**config.mk**
```make
export PLATFORM = sky130hd
export DESIGN_NAME = sha1_hmac_digest
export DESIGN_NICKNAME = d
export VERILOG_FILES = /design/src/rtl/shd_pkg.sv /design/src/rtl/shd_datapath.sv /design/src/rtl/shd_ctrl.sv /design/src/rtl/sha1_hmac_digest.sv
export SDC_FILE = /design/constraint.sdc
export NUM_CORES = 2
export LEC_CHECK = 0
export BUFFER_PORTS_ARGS = -buffer_cell sky130_fd_sc_hd__buf_2
export CAP_MARGIN = 20
export CORE_MARGIN = 2
export CORE_UTILIZATION = 70
export CTS_BUF_LIST = sky130_fd_sc_hd__clkbuf_2
export CTS_CLUSTER_DIAMETER = 120
export CTS_CLUSTER_SIZE = 16
export DETAILED_ROUTE_END_ITERATION = 12
export GPL_ROUTABILITY_DRIVEN = 0
export GPL_TIMING_DRIVEN = 1
export PLACE_DENSITY_LB_ADDON = 0.2
export SLEW_MARGIN = 25
export SYNTH_ARGS = -nofsm -noshare
export SYNTH_HDL_FRONTEND = slang
export SYNTH_SLANG_ARGS = --single-unit
```
**constraint.sdc**
```tcl
create_clock -name clk -period 25.8 [get_ports clk]
set_input_delay 3.87 -clock clk [delete_from_list [all_inputs] [get_ports clk]]
set_output_delay 3.87 -clock clk [all_outputs]
set_load 0.05 [all_outputs]
```
**src/rtl/shd_pkg.sv**
```systemverilog
// Shared types and constants for the SHA-1 / HMAC digest block.
`default_nettype none
package shd_pkg;
  localparam logic [31:0] H0 = 32'h67452301;
  localparam logic [31:0] H1 = 32'hEFCDAB89;
  localparam logic [31:0] H2 = 32'h98BADCFE;
  localparam logic [31:0] H3 = 32'h10325476;
  localparam logic [31:0] H4 = 32'hC3D2E1F0;
  localparam logic [31:0] K0 = 32'h5A827999;
  localparam logic [31:0] K1 = 32'h6ED9EBA1;
  localparam logic [31:0] K2 = 32'h8F1BBCDC;
  localparam logic [31:0] K3 = 32'hCA62C1D6;
  localparam logic [7:0] IPAD = 8'h36;
  localparam logic [7:0] OPAD = 8'h5c;
  localparam logic KIND_KEY = 1'b0;

  // Key byte count once more than 64 key bytes have arrived
  localparam logic [6:0] KCNT_LONG = 7'd65;

  // Byte source selected by the controller for the absorb step
  localparam logic [2:0] SRC_IN    = 3'd0;
  localparam logic [2:0] SRC_PAD80 = 3'd1;
  localparam logic [2:0] SRC_ZERO  = 3'd2;
  localparam logic [2:0] SRC_LEN   = 3'd3;
  localparam logic [2:0] SRC_IPAD  = 3'd4;
  localparam logic [2:0] SRC_OPAD  = 3'd5;
  localparam logic [2:0] SRC_INNER = 3'd6;

  typedef struct packed {
    logic       absorb;     // place one byte into the block
    logic       count_len;  // add eight to the bit length
    logic [2:0] src;
    logic [5:0] idx;        // key index / length byte / inner byte index
    logic       eng_reset;  // chain to IV, fill and length cleared
    logic       key_clear;  // key store cleared
    logic       key_write;  // store input byte at key_count
    logic       key_fold;   // key store <= chain value, zero padded
    logic       save_inner; // inner digest <= chain value
    logic       round_go;   // run one compression round
    logic       chain_add;  // chain += work registers
    logic       work_load;  // work registers <= chain
    logic [6:0] round;
  } shd_cmd_t;

  typedef struct packed {
    logic [5:0] fill;
    logic [6:0] key_count;
  } shd_stat_t;
endpackage
`default_nettype wire

```
**src/rtl/shd_datapath.sv**
```systemverilog
// Datapath: key store, block buffer, message schedule and SHA-1 round logic.
`default_nettype none
module shd_datapath (
  input  wire logic             clk,
  input  wire logic             rst_n,
  input  wire shd_pkg::shd_cmd_t cmd,
  input  wire logic [7:0]       in_byte,
  output shd_pkg::shd_stat_t    stat,
  output logic [159:0]          digest
);
  import shd_pkg::*;

  logic [31:0] chain_r [5];
  logic [31:0] wk_r [5];
  logic [31:0] w_r [16];
  logic [31:0] key_r [16];   // key bytes, big-endian within each word
  logic [31:0] key_nxt [16];
  logic [159:0] inner_r;
  logic [5:0]  fill_r;
  logic [63:0] len_r;
  logic [6:0]  kcnt_r;

  logic [7:0]  b;
  logic [31:0] f, k, t, wnew;
  logic [1:0]  sh;
  logic [159:0] cv;
  logic [5:0]  fill_eff;
  logic [63:0] len_eff;
  logic [6:0]  kcnt_eff;

  assign cv = {chain_r[0], chain_r[1], chain_r[2], chain_r[3], chain_r[4]};
  assign digest = cv;
  assign stat = {fill_r, kcnt_r};

  // A restart and the first byte may share a cycle
  assign fill_eff = cmd.eng_reset ? 6'd0 : fill_r;
  assign len_eff = cmd.eng_reset ? 64'd0 : len_r;
  assign kcnt_eff = cmd.key_clear ? 7'd0 : kcnt_r;

  // Byte selection for the absorb path
  always_comb begin
    case (cmd.src)
      SRC_IN:    b = in_byte;
      SRC_PAD80: b = 8'h80;
      SRC_ZERO:  b = 8'h00;
      SRC_LEN:   b = len_r[8'(7 - cmd.idx[2:0]) * 8 +: 8];
      SRC_IPAD:  b = key_r[cmd.idx[5:2]][8'(3 - cmd.idx[1:0]) * 8 +: 8] ^ IPAD;
      SRC_OPAD:  b = key_r[cmd.idx[5:2]][8'(3 - cmd.idx[1:0]) * 8 +: 8] ^ OPAD;
      SRC_INNER: b = inner_r[8'(19 - cmd.idx[4:0]) * 8 +: 8];
      default:   b = 8'h00;
    endcase
  end

  // One round: the schedule is a 16-word shift line, w_r[0] is w[i]
  always_comb begin
    if (cmd.round < 7'd20) begin
      f = (wk_r[1] & wk_r[2]) | (~wk_r[1] & wk_r[3]); k = K0;
    end else if (cmd.round < 7'd40) begin
      f = wk_r[1] ^ wk_r[2] ^ wk_r[3]; k = K1;
    end else if (cmd.round < 7'd60) begin
      f = (wk_r[1] & wk_r[2]) | (wk_r[1] & wk_r[3]) | (wk_r[2] & wk_r[3]); k = K2;
    end else begin
      f = wk_r[1] ^ wk_r[2] ^ wk_r[3]; k = K3;
    end
    t = {wk_r[0][26:0], wk_r[0][31:27]} + f + wk_r[4] + k + w_r[0];
    wnew = w_r[13] ^ w_r[8] ^ w_r[2] ^ w_r[0];
    wnew = {wnew[30:0], wnew[31]};
    sh = fill_eff[1:0];
  end

  // Key store update: clear, fold of a hashed long key, or one key byte
  always_comb begin
    for (int i = 0; i < 16; i++) begin
      key_nxt[i] = cmd.key_clear ? 32'h0 : key_r[i];
      if (cmd.key_fold) key_nxt[i] = 32'h0;
      if (cmd.key_write && !kcnt_eff[6] && kcnt_eff[5:2] == 4'(i))
        key_nxt[i][8'(3 - kcnt_eff[1:0]) * 8 +: 8] = in_byte;
    end
    if (cmd.key_fold)
      for (int j = 0; j < 5; j++) key_nxt[j] = chain_r[j];
  end

  always_ff @(posedge clk) begin
    if (!rst_n) begin
      chain_r[0] <= H0; chain_r[1] <= H1; chain_r[2] <= H2;
      chain_r[3] <= H3; chain_r[4] <= H4;
      fill_r <= '0; len_r <= '0; kcnt_r <= '0;
      for (int i = 0; i < 16; i++) key_r[i] <= '0;
    end else begin
      if (cmd.eng_reset) begin
        chain_r[0] <= H0; chain_r[1] <= H1; chain_r[2] <= H2;
        chain_r[3] <= H3; chain_r[4] <= H4;
      end else if (cmd.chain_add) begin
        for (int i = 0; i < 5; i++) chain_r[i] <= chain_r[i] + wk_r[i];
      end
      if (cmd.absorb) begin
        if (sh == 2'd0) w_r[fill_eff[5:2]] <= {b, 24'h0};
        else w_r[fill_eff[5:2]][8'(3 - sh) * 8 +: 8] <= b;
        fill_r <= fill_eff + 6'd1;
        len_r <= cmd.count_len ? len_eff + 64'd8 : len_eff;
      end else if (cmd.eng_reset) begin
        fill_r <= '0; len_r <= '0;
      end
      if (cmd.key_write) kcnt_r <= kcnt_eff[6] ? KCNT_LONG : kcnt_eff + 7'd1;
      else if (cmd.key_clear) kcnt_r <= '0;
      for (int i = 0; i < 16; i++) key_r[i] <= key_nxt[i];
      if (cmd.save_inner) inner_r <= cv;
      if (cmd.work_load) for (int i = 0; i < 5; i++) wk_r[i] <= chain_r[i];
      if (cmd.round_go) begin
        wk_r[4] <= wk_r[3]; wk_r[3] <= wk_r[2];
        wk_r[2] <= {wk_r[1][1:0], wk_r[1][31:2]};
        wk_r[1] <= wk_r[0]; wk_r[0] <= t;
        for (int i = 0; i < 15; i++) w_r[i] <= w_r[i + 1];
        w_r[15] <= wnew;
      end
    end
  end

  property p_nolen;
    @(posedge clk) disable iff (!rst_n) cmd.round_go |-> !cmd.absorb;
  endproperty
  a_nolen: assert property (p_nolen) else $error("absorb during rounds");
  a_fill: assert property (@(posedge clk) disable iff (!rst_n)
    cmd.work_load |-> fill_r == 6'd63) else $error("compress with partial block");
  a_len: assert property (@(posedge clk) disable iff (!rst_n)
    cmd.absorb && cmd.count_len && !cmd.eng_reset |=> len_r == $past(len_r) + 64'd8)
    else $error("length not advanced");
endmodule
`default_nettype wire

```
**src/rtl/shd_ctrl.sv**
```systemverilog
// Controller: sequences key, message, padding, HMAC passes and compression.
`default_nettype none
module shd_ctrl (
  input  wire logic              clk,
  input  wire logic              rst_n,
  input  wire logic              in_tvalid,
  output logic                   in_tready,
  input  wire logic              in_kind,
  input  wire logic              in_present,
  input  wire logic              in_last,
  input  wire shd_pkg::shd_stat_t stat,
  output shd_pkg::shd_cmd_t      cmd,
  output logic                   out_tvalid,
  input  wire logic              out_tready,
  output logic [2:0]             out_idx
);
  import shd_pkg::*;

  localparam logic [3:0] S_WAIT  = 4'd0;
  localparam logic [3:0] S_ROUND = 4'd1;
  localparam logic [3:0] S_ADD   = 4'd2;
  localparam logic [3:0] S_P80   = 4'd3;
  localparam logic [3:0] S_PZ    = 4'd4;
  localparam logic [3:0] S_PLEN  = 4'd5;
  localparam logic [3:0] S_KFOLD = 4'd6;
  localparam logic [3:0] S_IPAD  = 4'd7;
  localparam logic [3:0] S_SAVE  = 4'd8;
  localparam logic [3:0] S_OPAD  = 4'd9;
  localparam logic [3:0] S_INNER = 4'd10;
  localparam logic [3:0] S_OUT   = 4'd11;

  // Finish purposes: what happens when padding completes
  localparam logic [1:0] FIN_KEY = 2'd0;
  localparam logic [1:0] FIN_INNER = 2'd1;
  localparam logic [1:0] FIN_OUT = 2'd2;

  // Phase codes
  localparam logic [1:0] PH_IDLE = 2'd0;
  localparam logic [1:0] PH_KEY = 2'd1;
  localparam logic [1:0] PH_MSG = 2'd2;

  logic [3:0] st_r, st_nxt, ret_r, ret_nxt;
  logic [6:0] rnd_r, rnd_nxt;
  logic [5:0] cnt_r, cnt_nxt;
  logic [1:0] fin_r, fin_nxt, ph_r, ph_nxt;
  logic       hmac_r, hmac_nxt, pend_r, pend_nxt;
  logic [2:0] oi_r, oi_nxt;
  logic       acc, full;

  assign in_tready = (st_r == S_WAIT);
  assign acc = in_tvalid && in_tready;
  assign full = (stat.fill == 6'd63);
  assign out_tvalid = (st_r == S_OUT);
  assign out_idx = oi_r;

  always_comb begin
    st_nxt = st_r; ret_nxt = ret_r; rnd_nxt = rnd_r; cnt_nxt = cnt_r;
    fin_nxt = fin_r; ph_nxt = ph_r; hmac_nxt = hmac_r; pend_nxt = pend_r;
    oi_nxt = oi_r;
    cmd = '0;
    cmd.round = rnd_r;
    cmd.idx = cnt_r;
    case (st_r)
      S_WAIT: begin
        if (acc) begin
          if (in_kind == KIND_KEY) begin
            // a key beat outside key loading starts a fresh key
            if (ph_r != PH_KEY) begin
              cmd.eng_reset = 1'b1; cmd.key_clear = 1'b1; hmac_nxt = 1'b0;
            end
            ph_nxt = PH_KEY;
            pend_nxt = in_last;
            fin_nxt = FIN_KEY;
            if (in_present) begin
              cmd.absorb = 1'b1; cmd.count_len = 1'b1; cmd.src = SRC_IN;
              cmd.key_write = 1'b1;
            end
            if (in_present && full && ph_r == PH_KEY) begin
              st_nxt = S_ROUND; ret_nxt = in_last ? S_KFOLD : S_WAIT;
              cmd.work_load = 1'b1; rnd_nxt = '0;
            end else if (in_last) st_nxt = S_KFOLD;
          end else begin
            // a message beat during key loading drops the key
            if (ph_r == PH_KEY) begin
              cmd.eng_reset = 1'b1; cmd.key_clear = 1'b1; hmac_nxt = 1'b0;
            end
            ph_nxt = PH_MSG;
            fin_nxt = (hmac_r && ph_r != PH_KEY) ? FIN_INNER : FIN_OUT;
            if (in_present) begin
              cmd.absorb = 1'b1; cmd.count_len = 1'b1; cmd.src = SRC_IN;
            end
            if (in_present && full && ph_r != PH_KEY) begin
              st_nxt = S_ROUND; ret_nxt = in_last ? S_P80 : S_WAIT;
              cmd.work_load = 1'b1; rnd_nxt = '0;
            end else if (in_last) st_nxt = S_P80;
          end
        end
      end
      S_ROUND: begin
        cmd.round_go = 1'b1; rnd_nxt = rnd_r + 7'd1;
        if (rnd_r == 7'd79) st_nxt = S_ADD;
      end
      S_ADD: begin
        cmd.chain_add = 1'b1; st_nxt = ret_r;
      end
      S_P80: begin
        cmd.absorb = 1'b1; cmd.src = SRC_PAD80; cnt_nxt = '0;
        st_nxt = (stat.fill == 6'd55) ? S_PLEN : S_PZ;
        if (full) begin
          cmd.work_load = 1'b1; rnd_nxt = '0; ret_nxt = S_PZ; st_nxt = S_ROUND;
        end
      end
      S_PZ: begin
        if (stat.fill == 6'd56) st_nxt = S_PLEN;
        else begin
          cmd.absorb = 1'b1; cmd.src = SRC_ZERO;
          if (full) begin
            cmd.work_load = 1'b1; rnd_nxt = '0; ret_nxt = S_PZ; st_nxt = S_ROUND;
          end
        end
        cnt_nxt = '0;
      end
      S_PLEN: begin
        cmd.absorb = 1'b1; cmd.src = SRC_LEN; cnt_nxt = cnt_r + 6'd1;
        if (full) begin
          cmd.work_load = 1'b1; rnd_nxt = '0; st_nxt = S_ROUND; cnt_nxt = '0;
          case (fin_r)
            FIN_KEY:   ret_nxt = S_KFOLD;
            FIN_INNER: ret_nxt = S_SAVE;
            default:   ret_nxt = S_OUT;
          endcase
          oi_nxt = '0;
        end
      end
      // Key finished: a long key is padded and hashed first, then folded;
      // the engine restarts with the ipad block
      S_KFOLD: begin
        if (stat.key_count == KCNT_LONG && pend_r) begin
          fin_nxt = FIN_KEY; st_nxt = S_P80;
        end else begin
          if (stat.key_count == KCNT_LONG) cmd.key_fold = 1'b1;
          cmd.eng_reset = 1'b1; cnt_nxt = '0; st_nxt = S_IPAD;
        end
        pend_nxt = 1'b0;
      end
      S_IPAD: begin
        cmd.absorb = 1'b1; cmd.count_len = 1'b1; cmd.src = SRC_IPAD;
        cnt_nxt = cnt_r + 6'd1;
        if (full) begin
          cmd.work_load = 1'b1; rnd_nxt = '0; st_nxt = S_ROUND; ret_nxt = S_WAIT;
          hmac_nxt = 1'b1; ph_nxt = PH_IDLE;
        end
      end
      S_SAVE: begin
        cmd.save_inner = 1'b1; cmd.eng_reset = 1'b1; cnt_nxt = '0; st_nxt = S_OPAD;
      end
      S_OPAD: begin
        cmd.absorb = 1'b1; cmd.count_len = 1'b1; cmd.src = SRC_OPAD;
        cnt_nxt = cnt_r + 6'd1;
        if (full) begin
          cmd.work_load = 1'b1; rnd_nxt = '0; st_nxt = S_ROUND; ret_nxt = S_INNER;
          cnt_nxt = '0;
        end
      end
      S_INNER: begin
        cmd.absorb = 1'b1; cmd.count_len = 1'b1; cmd.src = SRC_INNER;
        cnt_nxt = cnt_r + 6'd1;
        if (cnt_r == 6'd19) begin st_nxt = S_P80; fin_nxt = FIN_OUT; end
      end
      S_OUT: begin
        if (out_tready) begin
          oi_nxt = oi_r + 3'd1;
          if (oi_r == 3'd4) begin
            st_nxt = S_WAIT; cmd.eng_reset = 1'b1; cmd.key_clear = 1'b1;
            hmac_nxt = 1'b0; ph_nxt = PH_IDLE;
          end
        end
      end
      default: st_nxt = S_WAIT;
    endcase
  end

  always_ff @(posedge clk) begin
    if (!rst_n) begin
      st_r <= S_WAIT; ret_r <= S_WAIT; rnd_r <= '0; cnt_r <= '0; fin_r <= FIN_OUT;
      ph_r <= PH_IDLE; hmac_r <= 1'b0; pend_r <= 1'b0; oi_r <= '0;
    end else begin
      st_r <= st_nxt; ret_r <= ret_nxt; rnd_r <= rnd_nxt; cnt_r <= cnt_nxt;
      fin_r <= fin_nxt; ph_r <= ph_nxt; hmac_r <= hmac_nxt; pend_r <= pend_nxt;
      oi_r <= oi_nxt;
    end
  end

  a_rnd: assert property (@(posedge clk) disable iff (!rst_n)
    st_r == S_ROUND |-> rnd_r < 7'd80) else $error("round overrun");
  a_oi: assert property (@(posedge clk) disable iff (!rst_n)
    out_tvalid |-> oi_r < 3'd5) else $error("digest index overrun");
  a_rdy: assert property (@(posedge clk) disable iff (!rst_n)
    in_tready |-> !out_tvalid) else $error("input open while digest pending");
endmodule
`default_nettype wire

```
**src/rtl/sha1_hmac_digest.sv**
```systemverilog
// Top level of the streaming SHA-1 / HMAC-SHA1 digest block.
// A byte beat is taken while the controller waits for input; the beat that
// completes a 64-byte block also starts the shared round unit, which stalls
// the input through the rounds and the chain fold. A message end pads one
// byte per cycle, pausing while a full block is compressed, followed by one or
// two compressions; with HMAC the 64-byte opad block and its compression, then
// the 20-byte inner digest and its padding follow. A key end absorbs the
// 64-byte ipad block and runs a compression; a key over 64 bytes is first
// padded and hashed the same way. The five digest words then leave one per
// beat. Input stays stalled throughout.
`default_nettype none
module sha1_hmac_digest (
  input  wire logic        clk,
  input  wire logic        rst_n,
  input  wire logic        in_tvalid,
  output logic             in_tready,
  input  wire logic [15:0] in_tdata,  // data_byte[7:0], byte_present[8], zero
  input  wire logic        in_tuser,  // kind
  input  wire logic        in_tlast,  // last
  output logic             out_tvalid,
  input  wire logic        out_tready,
  output logic [39:0]      out_tdata, // digest_word[31:0], word_index[34:32], zero
  output logic             out_tlast  // last_word
);
  import shd_pkg::*;

  shd_cmd_t     cmd;
  shd_stat_t    stat;
  logic [159:0] digest;
  logic [2:0]   idx;

  shd_ctrl u_ctrl (
    .clk, .rst_n, .in_tvalid, .in_tready,
    .in_kind(in_tuser), .in_present(in_tdata[8]), .in_last(in_tlast),
    .stat, .cmd, .out_tvalid, .out_tready, .out_idx(idx)
  );

  shd_datapath u_dp (
    .clk, .rst_n, .cmd, .in_byte(in_tdata[7:0]), .stat, .digest
  );

  assign out_tdata = {5'd0, idx, digest[8'(4 - idx) * 32 +: 32]};
  assign out_tlast = (idx == 3'd4);
endmodule
`default_nettype wire

```
# Yosys cells after proc, flatten, opt, wreduce, memory -nomap -nowiden
# Memories as Yosys holds them, arrays and structs flattened. A register that Yosys moved wholly into a read port is not among the register bits.
# Index checks and enable logic that the tools add are counted.
# totals
regBits,267
ramBits,1344
inputBits,22
n_memories,4
# op_classes
addsub,23
magnitude_cmp,3
eq_ne,59
shift,8
muxes,268
n_bitwise,78
n_reduce_logical,54
# memory_table
memory,depth,word_bits,read_ports,rd_ports_with_merged_regs,write_ports,line_no,source
u_dp.key_r,16,32,17,1,16,shd_datapath.sv:16,logic [31:0] key_r [16];
u_dp.w_r,16,32,16,0,16,shd_datapath.sv:15,logic [31:0] w_r [16];
u_dp.chain_r,5,32,5,0,5,shd_datapath.sv:13,logic [31:0] chain_r [5];
u_dp.wk_r,5,32,5,0,5,shd_datapath.sv:14,logic [31:0] wk_r [5];
# op_table
cell,count
$mux 32,87
$bwmux 32,16
$add 32x32->32,9
$mux 64,3
$mux 160,1
$shiftx 160x12->8,1
$shiftx 160x14->32,1
$xor 32x32->32,5
$and 32x32->32,4
$mux 4,25
$or 32x32->32,3
$mux 1,81
$neg 11->34,2
$shift 8x34->32 const A,2
$shiftx 8x34->32,2
$add 64x4->64 const B,1
$shiftx 64x12->8,1
$mux 7,9
$or 1x1->1,63
$eq 4x4->1 const B,12
$pmux 8 s6,1
$pmux 4 s10,1
$mux 2,17
$eq 4x3->1 const B,8
other kinds (58),138

# Longest topological paths before layout
# logic_depth
word_depth,13
ltp_mapped,23
depth_no_buf,21

# Modules after synthesis
# From an unflattened synthesis, not the netlist that was laid out.
# unflattened
cells_unflattened,8146
hier_area_um2,85582.1
# modules_own_cells
module,n_inst,cells_each,area_each_um2,seq_area_each_um2
shd_datapath,1,7655,81652.1,41519.8
shd_ctrl,1,294,2190.9,600.6
sha1_hmac_digest,1,197,1739.2,0.0

# Worst setup path before layout
# No wires, ideal clock.
# synth_path
path_type,input -> register
from,input rst_n
to,register u_dp.inner_r[0] (enable)
setup_ps,875
arrival_ps,15494
t_required_ps,24925
path_slack_ps,9430
stages,5
n_path_buf,3
path_cell_list,clkbuf_1 inv_2 clkbuf_1 clkbuf_1 nor3_1
# synth_via
elab_chain_len,1
# synth_rtl
item,line_no,source
from (decl),sha1_hmac_digest.sv:14,"input wire logic rst_n,"
$reduce_and 2->1 (no source line),n/a,
to (signal assigned),shd_datapath.sv:107,if (cmd.save_inner) inner_r <= cv;
to (decl),shd_datapath.sv:18,logic [159:0] inner_r;
# No other way between the ends.
# A chain may end at the register's enable or synchronous reset.

# Worst setup path in the final report
# layout_path
from,"register u_ctrl.oi_r[0], in the netlist u_ctrl.out_idx[0]"
to,output out_tdata[18]
# layout_via
elab_chain_len,2
# layout_rtl
item,line_no,source
from (decl),shd_ctrl.sv:47,"logic [2:0] oi_r, oi_nxt;"
from (signal assigned),shd_ctrl.sv:190,oi_r <= oi_nxt;
$sub 3x3->4,sha1_hmac_digest.sv:42,"assign out_tdata = {5'd0, idx, digest[8'(4 - idx) * 32 +: 32]};"
$shiftx 160x14->32,sha1_hmac_digest.sv:42,
to (decl),sha1_hmac_digest.sv:22,"output logic [39:0] out_tdata,"
# No other way between the ends.

==> impl_metrics.py <==
metrics = {
    "route": {
        "wl_per_cell_um": 28.5,
        "vias": 62700,
        "first_iter_violations": 10900,
        "wl_um": 249000,
        "drt_pre_antenna_iters": 10,
        "ant_nets": 0,
        "routed_via_density": 7.17,
        "drc": 0,
    },
    "setup_path": {
        "crit_required_ns": 21.93,
        "path_cells": "buf_4, inv_1, ha_1, ha_1, inv_1, buf_4, nor3_2, buf_4, a22oi_1, nor2_1, buf_2",
        "cp.arrival_ns": 5.18,
        "setup.worst_path.start_class": "flop",
        "worstRegToRegCells": 21,
        "path_common_cell": "buf_4",
        "worst-path-buf-inv": 6,
        "r2r_slack_ns": 18.41,
        "r2r-end": "u_dp.wk_r[0][29]",
        "cp_top_family": "buffers and inverters",
        "reg2reg_from": "u_ctrl.rnd_r[4]",
        "setup.worst_path.class": "flop to output pin",
        "setup.worst_path.end_class": "output pin",
        "slowest_delay_ns": 0.73,
        "crit_slowest_cell": "a22oi_1",
        "cp_max_fo": 38,
    },
    "run": {
        "max_cap_viol_count": 0,
    },
    "synthesis": {
        "ys_types": 86,
        "postSynth.asyncResetShare_pct": 0,
        "syn_area_um2": 82100,
        "synthCells": 7355,
        "synth_ff_type": "edfxtp_1",
        "yosysSeqAreaShare_pct": 51.4,
        "ys_seq_elements": 1612,
        "yosys_warnings": 0,
        "synth_edf_count": 992,
        "avgSynthCellArea_um2": 11.2,
    },
    "global_route": {
        "grt_max_degree": 213,
        "antenna_found_initial": 34,
        "grt_overflow": 0,
        "grt_pass1_wl_um": 365000,
        "first_global_vias": 57900,
        "grt_usage_pct": 40.7,
    },
    "floorplan": {
        "io_pins": 65,
        "core-area_um2": 116000,
        "start_util_pct": 70.7,
        "chipWidth_um": 347,
        "fp-row-count": 125,
        "die_h_um": 347,
        "die-area_um2": 120000,
    },
    "clock_tree": {
        "cts_resized": 0,
        "clkSinkCount": 1612,
        "cts_tree": "yes",
        "h-tree-depth": 3,
        "clkTransAtPathRegs_ns": 0.35,
        "cts_inserted_buffers": 110,
        "cts-root-buf": "clkbuf_2",
        "cts_max_path_buffers": 3,
        "clk_latency_ns": 1.61,
        "post_cts_buffers": 0,
        "hold_buffers": 0,
    },
    "timing": {
        "finClkSkew_ns": 0.148,
        "finalHoldViolCount": 0,
        "worst_slew_pin_slew_ns": 1.11,
        "period_share_pct": 35.1,
        "tns_ns": 0,
        "slew_headroom_pct": 26.0,
        "setup_viol": 0,
        "fmax_mhz": 111,
        "timing.final.ws_setup_ns": 16.75,
        "fin_crit_ns": 9.05,
        "slew_viol_final": 0,
        "rsz0062_at_grt": "false",
    },
    "place": {
        "dp_cells": 8547,
        "preCtsSetupSlack_ns": 17.27,
        "hpwl_um": 175000,
        "numPortBuffers": 52,
    },
    "finish": {
        "multi_input_area_um2": 37100,
        "final_common_cell": "edfxtp_1",
        "synthToLayoutAreaGrowth_pct": 2.84,
        "drive_gt1_share_pct": 9.60,
        "most-common-layout-cells": "edfxtp_1 (992), nor2_1 (837), dfxtp_1 (614)",
        "nFillCells": 7973,
        "stdcell_count": 8737,
        "regArea_um2": 42200,
        "nNetsFinal": 7495,
    },
    "min_path": {
        "worstHoldStart": "u_ctrl.ret_r[3]",
        "hold_end": "u_ctrl.ret_r[3]",
        "hp-class": "flop to flop",
        "hold_depth": 2,
    },
    "outcome": {
        "status": "finished, final reports clean",
    },
    "pwr": {
        "power.density_nw_per_um2": 84.5,
        "p_leak_nw": 32.7,
        "ir_drop_v": 0.0000781,
    },
}
-- cells in the mapped netlist (12+ instances only) --
cell	instances	share of area (%)
a211oi_1	29	0.27
a21boi_0	15	0.14
a21o_1	453	4.1
a21oi_1	241	1.5
a221o_1	23	0.28
a221oi_1	167	1.8
a22oi_1	396	3.6
a31oi_1	27	0.21
and2_1	52	0.40
and3_1	37	0.28
buf_1	46	0.21
buf_2	41	0.25
buf_4	12	0.11
clkbuf_1	405	1.9
dfxtp_1	620	15
edfxtp_1	992	36
fa_1	117	2.9
ha_1	219	3.3
inv_1	268	1.2
mux2i_1	49	0.60
mux4_2	260	7.1
nand2_1	608	2.8
nand2b_1	35	0.27
nand3_1	81	0.49
nand4_1	34	0.26
nor2_1	865	4.0
nor2b_1	42	0.32
nor3_1	204	1.2
nor3b_1	13	0.12
o211ai_1	21	0.19
o21a_1	164	1.5
o21ai_0	273	1.7
o21bai_1	23	0.21
o22ai_1	29	0.22
o31ai_1	16	0.15
or3_1	16	0.12
xnor2_1	191	2.0
xor2_1	121	1.3
-- logic make-up (layout without fill, tap and decap cells) --
logic type / count (synthesis) / after routing / share of synthesized area [%]
flops: 1612 / 1612 / 51.4
compound gates: 1963 / 1963 / 16.8
fa+ha+maj: 336 / 336 / 6.19
other cells: 1 / 22 / 0.00457
buf+inv: 780 / 617 / 3.73
simple gates: 2037 / 2037 / 10.7
mux: 314 / 314 / 7.80
xor+xnor: 312 / 312 / 3.33
-- worst max path at each step --
stage | startpoint | end | slack, ns | cells after the start
2_1_floorplan | rst_n | u_dp.inner_r[0] | 9.43 | 5
3_3_place_gp | rst_n | u_dp.w_r[12][21] | 17.31 | 8
5_1_grt | u_ctrl.out_idx[0] | out_tdata[18] | 16.59 | 11
6_report | u_ctrl.out_idx[0] | out_tdata[18] | 16.75 | 11
4_1_cts | u_ctrl.out_idx[0] | out_tdata[1] | 16.91 | 11
3_5_place_dp | in_tuser | u_dp.w_r[3][1] | 17.27 | 12
-- sequential cells by signal, summed over array words and instances, names as in the netlist, 3 cells and up, named ones only --
signal / count
u_dp.len_r: 61
u_ctrl.st_r: 4
u_dp.w_r: 512
u_ctrl.ret_r: 4
u_dp.fill_r: 6
u_dp.inner_r: 160
u_dp.wk_r: 160
u_ctrl.cnt_r: 6
u_dp.kcnt_r: 7
u_ctrl.rnd_r: 7
u_dp.chain_r: 160
u_dp.key_r: 512
u_ctrl.out_idx: 3
-- stage by stage --
stage,cell area (µm²),util [%],hold slack (ns),total power [mW]
2_1_floorplan,82100,-,0.449,5.28
3_3_place_gp,83400,71.8,0.466,5.98
3_5_place_dp,83400,71.8,0.477,6.07
4_1_cts,84300,72.6,0.507,7.01
5_1_grt,84400,72.7,0.516,7.43
6_report,84500,72.7,0.514,7.14
-- power by group --
group / internal [mW] / total (mW) / switching (mW)
registers: 3.12 / 3.48 / 0.358
logic: 0.991 / 2.68 / 1.69
clock network: 0.185 / 0.980 / 0.795
total: 4.30 / 7.14 / 2.84
-- worst reg2reg max path, delay by kind of cell, from the launching register on --
| family | cells | cell delay [ns] |
|---|---|---|
| AO/OA/AOI/OAI | 6 | 2.26 |
| flip-flops | 1 | 0.43 |
| AND/OR/NAND/NOR | 5 | 1.40 |
| adder cells (fa/ha/maj) | 3 | 1.49 |
| buffers and inverters | 6 | 1.44 |
| multiplexers | 1 | 0.22 |
-- routing by layer --
| layer | part of all wire (%) | GRT usage (%) |
|---|---|---|
| met5 | 0.020 | 0.280 |
| met2 | 42 | 57.9 |
| met1 | 35 | 55.3 |
| met3 | 16 | 12.7 |
| met4 | 7.1 | 23.4 |
-- final cells by class --
type / count / share of cell area (%)
multi-input cells: 4967 / 43.9
diodes: 17 / 0.0504
repair buffers: 175 / 1.51
clock buffers: 164 / 0.972
clock inverters: 7 / 0.114
well taps: 1524 / 2.26
inverters: 271 / 1.21
flip-flops and latches: 1612 / 50.0
Note: power is estimated with default switching activity, not from simulation.
